<file path="config.mk">
export PLATFORM = sky130hd
export DESIGN_NAME = nec_ir_frame_receiver_core_flat
export DESIGN_NICKNAME = d
export VERILOG_FILES = /design/src/rtl/necir_pkg.sv /design/src/rtl/necir_if.sv /design/src/rtl/nec_ir_frame_receiver_core.sv /design/src/rtl/necir_walk.sv /design/src/flat_wrapper.sv
export VERILOG_INCLUDE_DIRS = /design/src /design/src/rtl
export SDC_FILE = /design/constraint.sdc
export NUM_CORES = 2
export LEC_CHECK = 0
export BUFFER_PORTS_ARGS = -buffer_cell sky130_fd_sc_hd__buf_2
export CORE_ASPECT_RATIO = 1.1
export CORE_UTILIZATION = 54
export DETAILED_ROUTE_END_ITERATION = 12
export PLACE_DENSITY_LB_ADDON = 0.25
export SLEW_MARGIN = 5
export SYNTH_ARGS = -nofsm -noshare
export SYNTH_HDL_FRONTEND = slang
export SYNTH_SLANG_ARGS = --single-unit
</file>
<file path="constraint.sdc">
create_clock -name i_clk -period 8.5 [get_ports i_clk]
set_input_delay 1.7 -clock i_clk [delete_from_list [all_inputs] [get_ports i_clk]]
set_output_delay 1.7 -clock i_clk [all_outputs]
set_load 0.05 [all_outputs]
</file>
<file path="src/rtl/nec_ir_frame_receiver_core_assert.svh">
// Assertion macros shared by the receiver RTL.
// IMP checks an implication in the same cycle, NEXT checks it in the next cycle.
`ifndef NEC_IR_FRAME_RECEIVER_CORE_ASSERT_SVH
`define NEC_IR_FRAME_RECEIVER_CORE_ASSERT_SVH
`ifndef SYNTHESIS
`define NECIR_ASSERT_IMP(label, clk, rst_n, ante, cons) \
    label: assert property (@(posedge clk) disable iff (!(rst_n)) (ante) |-> (cons)) \
        else $error("same-cycle implication check failed");
`define NECIR_ASSERT_NEXT(label, clk, rst_n, ante, cons) \
    label: assert property (@(posedge clk) disable iff (!(rst_n)) (ante) |=> (cons)) \
        else $error("next-cycle implication check failed");
`else
`define NECIR_ASSERT_IMP(label, clk, rst_n, ante, cons)
`define NECIR_ASSERT_NEXT(label, clk, rst_n, ante, cons)
`endif
`endif

</file>
<file path="src/rtl/necir_pkg.sv">
`timescale 1ns / 1ps

package necir_pkg;

    localparam int DUR_W   = 16;
    localparam int WORD_W  = 32;
    localparam int WALK_AW = 7;

    // The walk reads entries 1 through 66: header mark, header space and 32 bit pairs.
    localparam logic [WALK_AW-1:0] WALK_FIRST = 7'd1;
    localparam logic [WALK_AW-1:0] WALK_LAST  = 7'd66;
    localparam logic [WALK_AW-1:0] HDR_MARK_IX  = 7'd1;
    localparam logic [WALK_AW-1:0] HDR_SPACE_IX = 7'd2;
    localparam logic [WALK_AW-1:0] RPT_MARK_IX  = 7'd3;

    localparam int REPEAT_ENTRIES = 4;
    localparam int FRAME_ENTRIES  = 68;

    localparam logic [DUR_W-1:0] HDR_MARK_LO  = 16'd136;
    localparam logic [DUR_W-1:0] HDR_MARK_HI  = 16'd9327;
    localparam logic [DUR_W-1:0] HDR_SPACE_LO = 16'd66;
    localparam logic [DUR_W-1:0] HDR_SPACE_HI = 16'd4510;
    localparam logic [DUR_W-1:0] RPT_SPACE_LO = 16'd32;
    localparam logic [DUR_W-1:0] RPT_SPACE_HI = 16'd2203;
    localparam logic [DUR_W-1:0] BIT_MARK_LO  = 16'd9;
    localparam logic [DUR_W-1:0] BIT_MARK_HI  = 16'd676;
    localparam logic [DUR_W-1:0] ONE_SPACE_LO = 16'd22;
    localparam logic [DUR_W-1:0] ONE_SPACE_HI = 16'd1537;
    localparam logic [DUR_W-1:0] ZERO_SPACE_LO = 16'd6;
    localparam logic [DUR_W-1:0] ZERO_SPACE_HI = 16'd471;

    localparam logic [DUR_W-1:0]  TICK_MAX     = 16'hFFFF;
    localparam logic [DUR_W-1:0]  IDLE_RESET   = 16'd100;
    localparam logic [WORD_W-1:0] REPEAT_WORD  = 32'hFFFF_FFFF;

    typedef enum logic [1:0] {
        PH_IDLE,
        PH_MARK,
        PH_SPACE,
        PH_CLOSED
    } t_phase;

    typedef enum logic {
        TS_CAPTURE,
        TS_WALK
    } t_top_state;

    typedef enum logic [1:0] {
        WS_IDLE,
        WS_RUN,
        WS_LAST,
        WS_DONE
    } t_walk_state;

    typedef enum logic [1:0] {
        KIND_FRAME  = 2'd0,
        KIND_REPEAT = 2'd1,
        KIND_REJECT = 2'd2
    } t_kind;

    typedef struct packed {
        logic start;
        logic take;
        logic cnt_four;
        logic cnt_enough;
    } t_walk_ctl;

    typedef struct packed {
        logic              done;
        t_kind             kind;
        logic [WORD_W-1:0] word;
    } t_walk_res;

    function automatic logic in_window(input logic [DUR_W-1:0] d,
                                       input logic [DUR_W-1:0] lo,
                                       input logic [DUR_W-1:0] hi);
        return (d >= lo) && (d <= hi);
    endfunction

endpackage

</file>
<file path="src/rtl/necir_if.sv">
`timescale 1ns / 1ps

interface necir_pin_if;
    logic valid;
    logic ready;
    logic pin_level;

    modport source(output valid, output pin_level, input ready);
    modport sink(input valid, input pin_level, output ready);
endinterface

interface necir_res_if;
    logic        valid;
    logic        ready;
    logic [1:0]  result_kind;
    logic [31:0] frame_word;
    logic [7:0]  address;
    logic [7:0]  command;

    modport source(output valid, output result_kind, output frame_word, output address,
                   output command, input ready);
    modport sink(input valid, input result_kind, input frame_word, input address,
                 input command, output ready);
endinterface

interface necir_cfg_if;
    logic        valid;
    logic        ready;
    logic [15:0] data;

    modport source(output valid, output data, input ready);
    modport sink(input valid, input data, output ready);
endinterface

</file>
<file path="src/rtl/nec_ir_frame_receiver_core.sv">
`timescale 1ns / 1ps
// One pin sample is taken per cycle while capturing; a sample that does not close a frame
// gives no result. A closing sample starts a walk over the duration memory, one read per
// cycle for entries 1 to 66, and the result is registered when the walk is done.
// The pin channel is not ready during the walk, so no new sample is taken until the result is registered.
// Synchronous active-low reset clears control state and sets idle_ticks to 100.

`include "nec_ir_frame_receiver_core_assert.svh"

module nec_ir_frame_receiver_core #(
    parameter int MAX_ENTRIES = 70
) (
    input  logic          i_clk,
    input  logic          i_rst_n,
    necir_cfg_if.sink     i_cfg,
    necir_pin_if.sink     i_pin,
    necir_res_if.source   o_res
);

    localparam int AW = $clog2(MAX_ENTRIES);
    localparam int CW = $clog2(MAX_ENTRIES + 1);

    necir_pkg::t_top_state r_top_state, n_top_state;
    necir_pkg::t_phase     r_phase, n_phase, eff_phase;

    logic [necir_pkg::DUR_W-1:0] r_idle_ticks;
    logic [necir_pkg::DUR_W-1:0] r_tick, n_tick, tick_inc;
    logic [CW-1:0]               r_count, n_count;
    logic                        r_cnt_four, r_cnt_enough;
    logic                        r_start;

    logic                        pin_xfer;
    logic                        cap_close;
    logic                        mem_we;
    logic [AW-1:0]               mem_waddr;
    logic [necir_pkg::DUR_W-1:0] r_mem [MAX_ENTRIES];
    logic [necir_pkg::DUR_W-1:0] r_rd_data;

    necir_pkg::t_walk_ctl          walk_ctl;
    necir_pkg::t_walk_res          walk_res;
    logic                          walk_rd_en;
    logic [necir_pkg::WALK_AW-1:0] walk_rd_addr;
    logic                          out_take;

    logic                          r_out_valid;
    necir_pkg::t_kind              r_kind;
    logic [necir_pkg::WORD_W-1:0]  r_word;
    logic [7:0]                    r_addr;
    logic [7:0]                    r_cmd;

    assign i_cfg.ready = 1'b1;
    assign pin_xfer    = i_pin.valid && i_pin.ready;
    assign out_take    = !r_out_valid || o_res.ready;

    always_ff @(posedge i_clk) begin
        if (!i_rst_n) begin
            r_idle_ticks <= necir_pkg::IDLE_RESET;
        end else if (i_cfg.valid) begin
            r_idle_ticks <= i_cfg.data;
        end
    end

    // Capture: run lengths of marks and spaces go into the duration memory.
    always_comb begin
        tick_inc  = (r_tick == necir_pkg::TICK_MAX) ? r_tick : r_tick + 16'd1;
        eff_phase = (r_count >= CW'(MAX_ENTRIES)) ? necir_pkg::PH_CLOSED : r_phase;
        n_tick    = r_tick;
        n_count   = r_count;
        n_phase   = r_phase;
        mem_we    = 1'b0;
        mem_waddr = r_count[AW-1:0];
        cap_close = 1'b0;
        if (pin_xfer) begin
            n_tick = tick_inc;
            unique case (eff_phase)
                necir_pkg::PH_IDLE: begin
                    if (!i_pin.pin_level) begin
                        n_tick = '0;
                        if (tick_inc >= r_idle_ticks) begin
                            // Entry 0 keeps the idle run that preceded the header.
                            mem_we    = 1'b1;
                            mem_waddr = '0;
                            n_count   = CW'(1);
                            n_phase   = necir_pkg::PH_MARK;
                        end
                    end
                end
                necir_pkg::PH_MARK: begin
                    if (i_pin.pin_level) begin
                        mem_we  = 1'b1;
                        n_count = CW'(r_count + 1'b1);
                        n_tick  = '0;
                        n_phase = necir_pkg::PH_SPACE;
                    end
                end
                necir_pkg::PH_SPACE: begin
                    if (!i_pin.pin_level) begin
                        mem_we  = 1'b1;
                        n_count = CW'(r_count + 1'b1);
                        n_tick  = '0;
                        n_phase = necir_pkg::PH_MARK;
                    end else if (tick_inc > r_idle_ticks) begin
                        cap_close = 1'b1;
                    end
                end
                necir_pkg::PH_CLOSED: begin
                    cap_close = 1'b1;
                    if (!i_pin.pin_level) begin
                        n_tick = '0;
                    end
                end
                default: begin
                    n_phase = necir_pkg::PH_IDLE;
                end
            endcase
            if (cap_close) begin
                n_phase = necir_pkg::PH_IDLE;
                n_count = '0;
            end
        end
    end

    always_ff @(posedge i_clk) begin
        if (!i_rst_n) begin
            r_phase <= necir_pkg::PH_IDLE;
            r_tick  <= '0;
            r_count <= '0;
            r_start <= 1'b0;
        end else begin
            r_phase <= n_phase;
            r_tick  <= n_tick;
            r_count <= n_count;
            r_start <= pin_xfer && cap_close;
        end
    end

    always_ff @(posedge i_clk) begin
        if (pin_xfer && cap_close) begin
            r_cnt_four   <= (r_count == CW'(necir_pkg::REPEAT_ENTRIES));
            r_cnt_enough <= (r_count >= CW'(necir_pkg::FRAME_ENTRIES));
        end
    end

    // Duration memory. Writes come only from capture and reads only from the
    // walk, and capture is stalled while the walk runs, so they never overlap.
    always_ff @(posedge i_clk) begin
        if (mem_we) begin
            r_mem[mem_waddr] <= tick_inc;
        end
        if (walk_rd_en) begin
            r_rd_data <= r_mem[AW'(walk_rd_addr)];
        end
    end

    // Top control: next state.
    always_comb begin
        n_top_state = r_top_state;
        unique case (r_top_state)
            necir_pkg::TS_CAPTURE: begin
                if (pin_xfer && cap_close) begin
                    n_top_state = necir_pkg::TS_WALK;
                end
            end
            necir_pkg::TS_WALK: begin
                if (walk_res.done && out_take) begin
                    n_top_state = necir_pkg::TS_CAPTURE;
                end
            end
            default: begin
                n_top_state = necir_pkg::TS_CAPTURE;
            end
        endcase
    end

    // Top control: outputs.
    always_comb begin
        i_pin.ready         = (r_top_state == necir_pkg::TS_CAPTURE);
        walk_ctl.start      = r_start;
        walk_ctl.take       = out_take;
        walk_ctl.cnt_four   = r_cnt_four;
        walk_ctl.cnt_enough = r_cnt_enough;
    end

    always_ff @(posedge i_clk) begin
        if (!i_rst_n) begin
            r_top_state <= necir_pkg::TS_CAPTURE;
        end else begin
            r_top_state <= n_top_state;
        end
    end

    necir_walk u_walk (
        .i_clk     (i_clk),
        .i_rst_n   (i_rst_n),
        .i_ctl     (walk_ctl),
        .i_rd_data (r_rd_data),
        .o_rd_en   (walk_rd_en),
        .o_rd_addr (walk_rd_addr),
        .o_res     (walk_res)
    );

    // Result register; it holds until the downstream transfer.
    always_ff @(posedge i_clk) begin
        if (!i_rst_n) begin
            r_out_valid <= 1'b0;
        end else if (walk_res.done && out_take) begin
            r_out_valid <= 1'b1;
        end else if (o_res.ready) begin
            r_out_valid <= 1'b0;
        end
    end

    always_ff @(posedge i_clk) begin
        if (walk_res.done && out_take) begin
            r_kind <= walk_res.kind;
            r_word <= walk_res.word;
            if (walk_res.kind == necir_pkg::KIND_FRAME) begin
                r_addr <= walk_res.word[7:0];
                r_cmd  <= walk_res.word[23:16];
            end else begin
                r_addr <= '0;
                r_cmd  <= '0;
            end
        end
    end

    assign o_res.valid       = r_out_valid;
    assign o_res.result_kind = r_kind;
    assign o_res.frame_word  = r_word;
    assign o_res.address     = r_addr;
    assign o_res.command     = r_cmd;

    `NECIR_ASSERT_IMP(a_no_write_in_walk, i_clk, i_rst_n, r_top_state == necir_pkg::TS_WALK, !mem_we)
    `NECIR_ASSERT_IMP(a_count_bound, i_clk, i_rst_n, 1'b1, r_count <= CW'(MAX_ENTRIES))
    `NECIR_ASSERT_NEXT(a_close_starts_walk, i_clk, i_rst_n, pin_xfer && cap_close, r_start && (r_top_state == necir_pkg::TS_WALK))
    `NECIR_ASSERT_IMP(a_done_only_in_walk, i_clk, i_rst_n, walk_res.done, r_top_state == necir_pkg::TS_WALK)
    `NECIR_ASSERT_IMP(a_fields_zero_unless_frame, i_clk, i_rst_n, r_out_valid && (r_kind != necir_pkg::KIND_FRAME), (r_addr == 8'd0) && (r_cmd == 8'd0))

endmodule

</file>
<file path="src/rtl/necir_walk.sv">
`timescale 1ns / 1ps

module necir_walk (
    input  logic                              i_clk,
    input  logic                              i_rst_n,
    input  necir_pkg::t_walk_ctl              i_ctl,
    input  logic [necir_pkg::DUR_W-1:0]       i_rd_data,
    output logic                              o_rd_en,
    output logic [necir_pkg::WALK_AW-1:0]     o_rd_addr,
    output necir_pkg::t_walk_res              o_res
);

    necir_pkg::t_walk_state r_state;
    necir_pkg::t_walk_state n_state;

    logic [necir_pkg::WALK_AW-1:0] r_addr;
    logic                          r_chk_vld;
    logic [necir_pkg::WALK_AW-1:0] r_chk_addr;
    logic                          r_hdr_ok, n_hdr_ok;
    logic                          r_rpt_sp, n_rpt_sp;
    logic                          r_rpt_mk, n_rpt_mk;
    logic                          r_fail, n_fail;
    logic [necir_pkg::WORD_W-1:0]  r_word, n_word;

    // Next state.
    always_comb begin
        n_state = r_state;
        unique case (r_state)
            necir_pkg::WS_IDLE: begin
                if (i_ctl.start) begin
                    n_state = necir_pkg::WS_RUN;
                end
            end
            necir_pkg::WS_RUN: begin
                if (r_addr == necir_pkg::WALK_LAST) begin
                    n_state = necir_pkg::WS_LAST;
                end
            end
            necir_pkg::WS_LAST: begin
                n_state = necir_pkg::WS_DONE;
            end
            necir_pkg::WS_DONE: begin
                if (i_ctl.take) begin
                    n_state = necir_pkg::WS_IDLE;
                end
            end
            default: begin
                n_state = necir_pkg::WS_IDLE;
            end
        endcase
    end

    // State outputs and the final verdict.
    always_comb begin
        o_rd_en   = (r_state == necir_pkg::WS_RUN);
        o_rd_addr = r_addr;
        o_res.done = (r_state == necir_pkg::WS_DONE);
        priority if (!r_hdr_ok) begin
            o_res.kind = necir_pkg::KIND_REJECT;
            o_res.word = '0;
        end else if (i_ctl.cnt_four && r_rpt_sp && r_rpt_mk) begin
            o_res.kind = necir_pkg::KIND_REPEAT;
            o_res.word = necir_pkg::REPEAT_WORD;
        end else if (!i_ctl.cnt_enough || r_fail || (r_word[31:24] != ~r_word[23:16])) begin
            o_res.kind = necir_pkg::KIND_REJECT;
            o_res.word = '0;
        end else begin
            o_res.kind = necir_pkg::KIND_FRAME;
            o_res.word = r_word;
        end
    end

    // Check of the entry whose read data arrives this cycle. Odd entries from
    // three on are bit marks, even entries from four on are bit spaces.
    always_comb begin
        n_hdr_ok = r_hdr_ok;
        n_rpt_sp = r_rpt_sp;
        n_rpt_mk = r_rpt_mk;
        n_fail   = r_fail;
        n_word   = r_word;
        if (r_chk_vld) begin
            priority if (r_chk_addr == necir_pkg::HDR_MARK_IX) begin
                n_hdr_ok = necir_pkg::in_window(i_rd_data, necir_pkg::HDR_MARK_LO,
                                                necir_pkg::HDR_MARK_HI);
            end else if (r_chk_addr == necir_pkg::HDR_SPACE_IX) begin
                n_rpt_sp = necir_pkg::in_window(i_rd_data, necir_pkg::RPT_SPACE_LO,
                                                necir_pkg::RPT_SPACE_HI);
                if (!necir_pkg::in_window(i_rd_data, necir_pkg::HDR_SPACE_LO,
                                          necir_pkg::HDR_SPACE_HI)) begin
                    n_fail = 1'b1;
                end
            end else if (r_chk_addr[0]) begin
                if (r_chk_addr == necir_pkg::RPT_MARK_IX) begin
                    n_rpt_mk = necir_pkg::in_window(i_rd_data, necir_pkg::BIT_MARK_LO,
                                                    necir_pkg::BIT_MARK_HI);
                end
                if (!necir_pkg::in_window(i_rd_data, necir_pkg::BIT_MARK_LO,
                                          necir_pkg::BIT_MARK_HI)) begin
                    n_fail = 1'b1;
                end
            end else begin
                priority if (necir_pkg::in_window(i_rd_data, necir_pkg::ONE_SPACE_LO,
                                                  necir_pkg::ONE_SPACE_HI)) begin
                    n_word = {1'b1, r_word[necir_pkg::WORD_W-1:1]};
                end else if (necir_pkg::in_window(i_rd_data, necir_pkg::ZERO_SPACE_LO,
                                                  necir_pkg::ZERO_SPACE_HI)) begin
                    n_word = {1'b0, r_word[necir_pkg::WORD_W-1:1]};
                end else begin
                    n_word = r_word;
                    n_fail = 1'b1;
                end
            end
        end
    end

    always_ff @(posedge i_clk) begin
        if (!i_rst_n) begin
            r_state   <= necir_pkg::WS_IDLE;
            r_chk_vld <= 1'b0;
        end else begin
            r_state   <= n_state;
            r_chk_vld <= (r_state == necir_pkg::WS_RUN);
        end
    end

    always_ff @(posedge i_clk) begin
        r_chk_addr <= r_addr;
        if ((r_state == necir_pkg::WS_IDLE) && i_ctl.start) begin
            r_addr   <= necir_pkg::WALK_FIRST;
            r_hdr_ok <= 1'b0;
            r_rpt_sp <= 1'b0;
            r_rpt_mk <= 1'b0;
            r_fail   <= 1'b0;
            r_word   <= '0;
        end else begin
            if (r_state == necir_pkg::WS_RUN) begin
                r_addr <= r_addr + 7'd1;
            end
            r_hdr_ok <= n_hdr_ok;
            r_rpt_sp <= n_rpt_sp;
            r_rpt_mk <= n_rpt_mk;
            r_fail   <= n_fail;
            r_word   <= n_word;
        end
    end

endmodule
</file>
<file path="src/flat_wrapper.sv">
// flat-port wrapper written by rule: the top's interface ports become plain ports
module nec_ir_frame_receiver_core_flat 
#(
    parameter int MAX_ENTRIES = 70
)
  (i_clk, i_rst_n, i_cfg_valid, i_cfg_data, i_cfg_ready, i_pin_valid, i_pin_pin_level, i_pin_ready, o_res_valid, o_res_result_kind, o_res_frame_word, o_res_address, o_res_command, o_res_ready);
  necir_cfg_if i_cfg_i ();
  necir_pin_if i_pin_i ();
  necir_res_if o_res_i ();
  input  logic i_clk;
  input  logic i_rst_n;
  input wire logic [$bits(i_cfg_i.valid)-1:0] i_cfg_valid;
  input wire logic [$bits(i_cfg_i.data)-1:0] i_cfg_data;
  output wire logic [$bits(i_cfg_i.ready)-1:0] i_cfg_ready;
  input wire logic [$bits(i_pin_i.valid)-1:0] i_pin_valid;
  input wire logic [$bits(i_pin_i.pin_level)-1:0] i_pin_pin_level;
  output wire logic [$bits(i_pin_i.ready)-1:0] i_pin_ready;
  output wire logic [$bits(o_res_i.valid)-1:0] o_res_valid;
  output wire logic [$bits(o_res_i.result_kind)-1:0] o_res_result_kind;
  output wire logic [$bits(o_res_i.frame_word)-1:0] o_res_frame_word;
  output wire logic [$bits(o_res_i.address)-1:0] o_res_address;
  output wire logic [$bits(o_res_i.command)-1:0] o_res_command;
  input wire logic [$bits(o_res_i.ready)-1:0] o_res_ready;
  assign i_cfg_i.valid = i_cfg_valid;
  assign i_cfg_i.data = i_cfg_data;
  assign i_cfg_ready = i_cfg_i.ready;
  assign i_pin_i.valid = i_pin_valid;
  assign i_pin_i.pin_level = i_pin_pin_level;
  assign i_pin_ready = i_pin_i.ready;
  assign o_res_valid = o_res_i.valid;
  assign o_res_result_kind = o_res_i.result_kind;
  assign o_res_frame_word = o_res_i.frame_word;
  assign o_res_address = o_res_i.address;
  assign o_res_command = o_res_i.command;
  assign o_res_i.ready = o_res_ready;
  nec_ir_frame_receiver_core #(.MAX_ENTRIES(MAX_ENTRIES)) u_core (.i_clk(i_clk), .i_rst_n(i_rst_n), .i_cfg(i_cfg_i), .i_pin(i_pin_i), .o_res(o_res_i));
endmodule
</file>
==> flow_summary.ini <==
[cts]
cts_made_buffers = 131
clk_path_buf_depth = 3
cts_setup_buffers = 0
clk_latency_ps = 740
cts-root-buf = clkbuf_16
clock-sinks = 1285
holdBufCountCts = 0
cts-resized-gates = 0
tritoncts = built
clk_pin_slew_worst_paths_ps = 60
htreeDepth = 4

[setup_path]
cp-start-kind = flop
worstReg2RegStart = u_core.r_tick[0]
endpoint_kind = flop
critPathTopFamily = simple AND/OR/NAND/NOR gates
worstPathRequired_ps = 8920
path_max_fanout = 14
critPathArrivalTime_ps = 7510
worstPathCellList = ha_1 > nand3_1 > nor3_1 > nand2b_1 > nand2b_1 > nor2_1 > xor2_4 > ha_1 > nand4_1 > nor4_1 > o21ai_1 > a21oi_1 > o21ai_1 > nor2_1 > buf_4
r2r_cells = 15
cp.depth = 15
crit_path_max_incr_delay_ps = 850
r2r_slack_ps = 1420
crit_buf_inv = 1
worstSetupPathType = reg -> reg
reg2reg_to = u_core.r_mem[64][7]
crit_slowest_cell = nor4_1

[finish]
drive_gt1_share_pct = 25.27
post-route-util_pct = 61.79
fillers = 6382
layout_common_cells = edfxtp_1, mux4_2, nand2_1
final-seq-area_sq_mm = 0.03763
num-nets-final = 2866
syn_to_final_growth_pct = 13.21
layout_commonest_cell = edfxtp_1
final_area_sq_mm = 0.05726
antenna_cells = 0
multi_input_area_sq_mm = 0.01243

[grt]
antenna_found_initial = 4
grt_pass1_vias = 26383
grt_max_degree = 127
grt_overflow_total = 0
track_usage_pct = 25.18
grt_pass1_wl_um = 172400

[floorplan]
die_h_um = 323.0
initial_core_util_pct = 54.58
core_area_sq_mm = 0.09267
core.rowCount = 117
io_pins = 75
dieArea_sq_mm = 0.09489
chipWidth_um = 293.8

[timing]
rsz0062_at_grt = no
fin_crit_sh_pct = 83.34
fmax_ghz = 0.1412
worstMarginPinSlew_ps = 1438
finalSetupTns_ps = 0
hold_viol_final = 0
slew_headroom_pct = 3.499
fin_crit_ps = 7084
finalSetupViolCount = 0
skew_ps = 22.20
final_max_slew_viol_count = 0

[route]
viasPerCell = 6.204
vias = 25847
wl_per_cell_um = 28.09
wl_um = 117000
dr.first_iter.drc_count = 2681
drc = 0
drtPass1Iterations = 6
final_antenna_net_count = 0

[placement]
gp_congestion = 0.9308
postPlaceCellArea_sq_mm = 0.05296
detailed_place_hpwl_um = 69100
portBuffers = 73

[worst_hold_path]
whs_endpoint = u_core.r_phase[1]
holdCritPathClass = reg -> reg
worstHoldStart = u_core.r_phase[1]
min_path_cells = 2

[yosys]
synth_top_family_by_area = multiplexers
synth_top_cell_by_area = edfxtp_1
ys_warn_count = 0
syn_avg_cell_area_sq_um = 19.19
synth_seq_cells = 1285
yosysUniqueCellTypes = 63
syn_area_sq_mm = 0.05058
synth.mux.area_fraction_pct = 15.55
synthArstFlopShare_pct = 0
synth.area.top_cells = edfxtp_1, mux4_2, dfxtp_1, nand2_1, mux2i_1
yosys.area_share.simple_pct = 4.517
seq_area_frac_synth_pct = 74.37
synth_xor_area_share_pct = 0.4502
synth_flop_cell = edfxtp_1
synthAdderAreaFrac_pct = 0.7916
synth_edf_count = 1188
synth.top_cell.area_share_pct = 70.53
syn_inst = 2636
synth_nets = 2690
synth_compound_area_share_pct = 2.892

[status]
status = complete, no violations

[job]
max-cap-violations = 0

[power]
peakVddDrop_v = 0.0001868
p_per_area_mw_per_mm2 = 220.4
p_leak_nw = 19.55
finalPower_mw = 12.62
[Yosys cell counts, drive strengths merged, types with 10 or more instances]
| cell type | number |
|---|---|
| a211oi | 12 |
| a21oi | 37 |
| a31oi | 11 |
| and3 | 26 |
| buf | 52 |
| clkbuf | 87 |
| dfxtp | 97 |
| edfxtp | 1188 |
| ha | 32 |
| inv | 32 |
| mux2 | 22 |
| mux2i | 59 |
| mux4 | 312 |
| nand2 | 187 |
| nand3 | 67 |
| nand4 | 17 |
| nor2 | 132 |
| nor2b | 25 |
| nor3 | 11 |
| o211ai | 23 |
| o21ai | 69 |
| o22ai | 10 |
| o31ai | 10 |
| xor2 | 17 |
[worst max path at each step]
| stage | start | slack, ps | endpoint |
|---|---|---|---|
| CTS | u_core.r_tick[0] | 1640 | u_core.r_mem[64][0] |
| floorplan | u_core.r_tick[0] | 1430 | u_core.r_mem[25][0] |
| detailed placement | u_core.r_tick[0] | 1660 | u_core.r_mem[66][12] |
| finish | u_core.r_tick[0] | 1420 | u_core.r_mem[64][7] |
| global placement | u_core.r_tick[0] | 1980 | u_core.r_mem[66][3] |
| global route | u_core.r_tick[0] | 1030 | u_core.r_mem[64][0] |
[final cells by class]
class | count | area share (%)
repair buffers | 182 | 2.133
clock inverters | 71 | 1.241
flip-flops and latches | 1285 | 65.72
well taps | 1249 | 2.729
clock buffers | 167 | 6.254
inverters | 32 | 0.2098
multi-input cells | 1180 | 21.71
[per-layer routing]
metal  up-vias  track usage, %  wire (um)
li1      11031               -          -
met1     13543           31.81      44130
met2      1029           43.31      60810
met3       240           4.549       7425
met4         4           10.09       4618
met5         -               0         21
[worst reg2reg max path: stages (launching register included)]
cell      delay, ps
dfxtp_1         540
ha_1            290
nand3_1         170
nor3_1          480
nand2b_1        520
nand2b_1        440
nor2_1          170
xor2_4          180
ha_1            340
nand4_1         150
nor4_1          850
o21ai_1         190
a21oi_1         680
o21ai_1         740
nor2_1          740
buf_4           310
[state kept, by name, indices dropped and copies added (netlist names)]
signal / flops
u_core.r_mem: 1120
u_core.o_res.frame_word: 32
u_core.u_walk.r_word: 32
u_core.r_idle_ticks: 16
u_core.r_rd_data: 16
u_core.r_tick: 16
u_core.o_res.address: 8
u_core.o_res.command: 8
u_core.r_count: 7
u_core.u_walk.o_rd_addr: 7
u_core.u_walk.r_chk_addr: 7
u_core.o_res.result_kind: 2
u_core.r_phase: 2
u_core.u_walk.r_state: 2
u_core.o_res.valid: 1
u_core.r_cnt_enough: 1
u_core.r_cnt_four: 1
u_core.r_start: 1
u_core.r_top_state: 1
u_core.u_walk.r_chk_vld: 1
u_core.u_walk.r_fail: 1
u_core.u_walk.r_hdr_ok: 1
u_core.u_walk.r_rpt_mk: 1
u_core.u_walk.r_rpt_sp: 1
[where the power goes]
part	internal, mW	switching [mW]
Sequential	6.82	0.00397
Clock	3.36	2.36
Combinational	0.0235	0.0555
Total	10.2	2.42
[cells by family after synthesis]
family	Yosys count
flops	1285
simple gates	501
mux	393
compound gates	227
buf+inv	171
fa+ha+maj	32
xor+xnor	26
other cells	1
[per-stage QoR]
step	std cells	setup WS (ps)	hold slack (ps)
finish	4166	1416	453.8
detailed placement	3928	1656	447.8
floorplan	2636	1434	329.0
CTS	4166	1643	454.1
global placement	3928	1984	447.9
global route	4166	1025	482.4
Power figures use the tool's default switching activity.
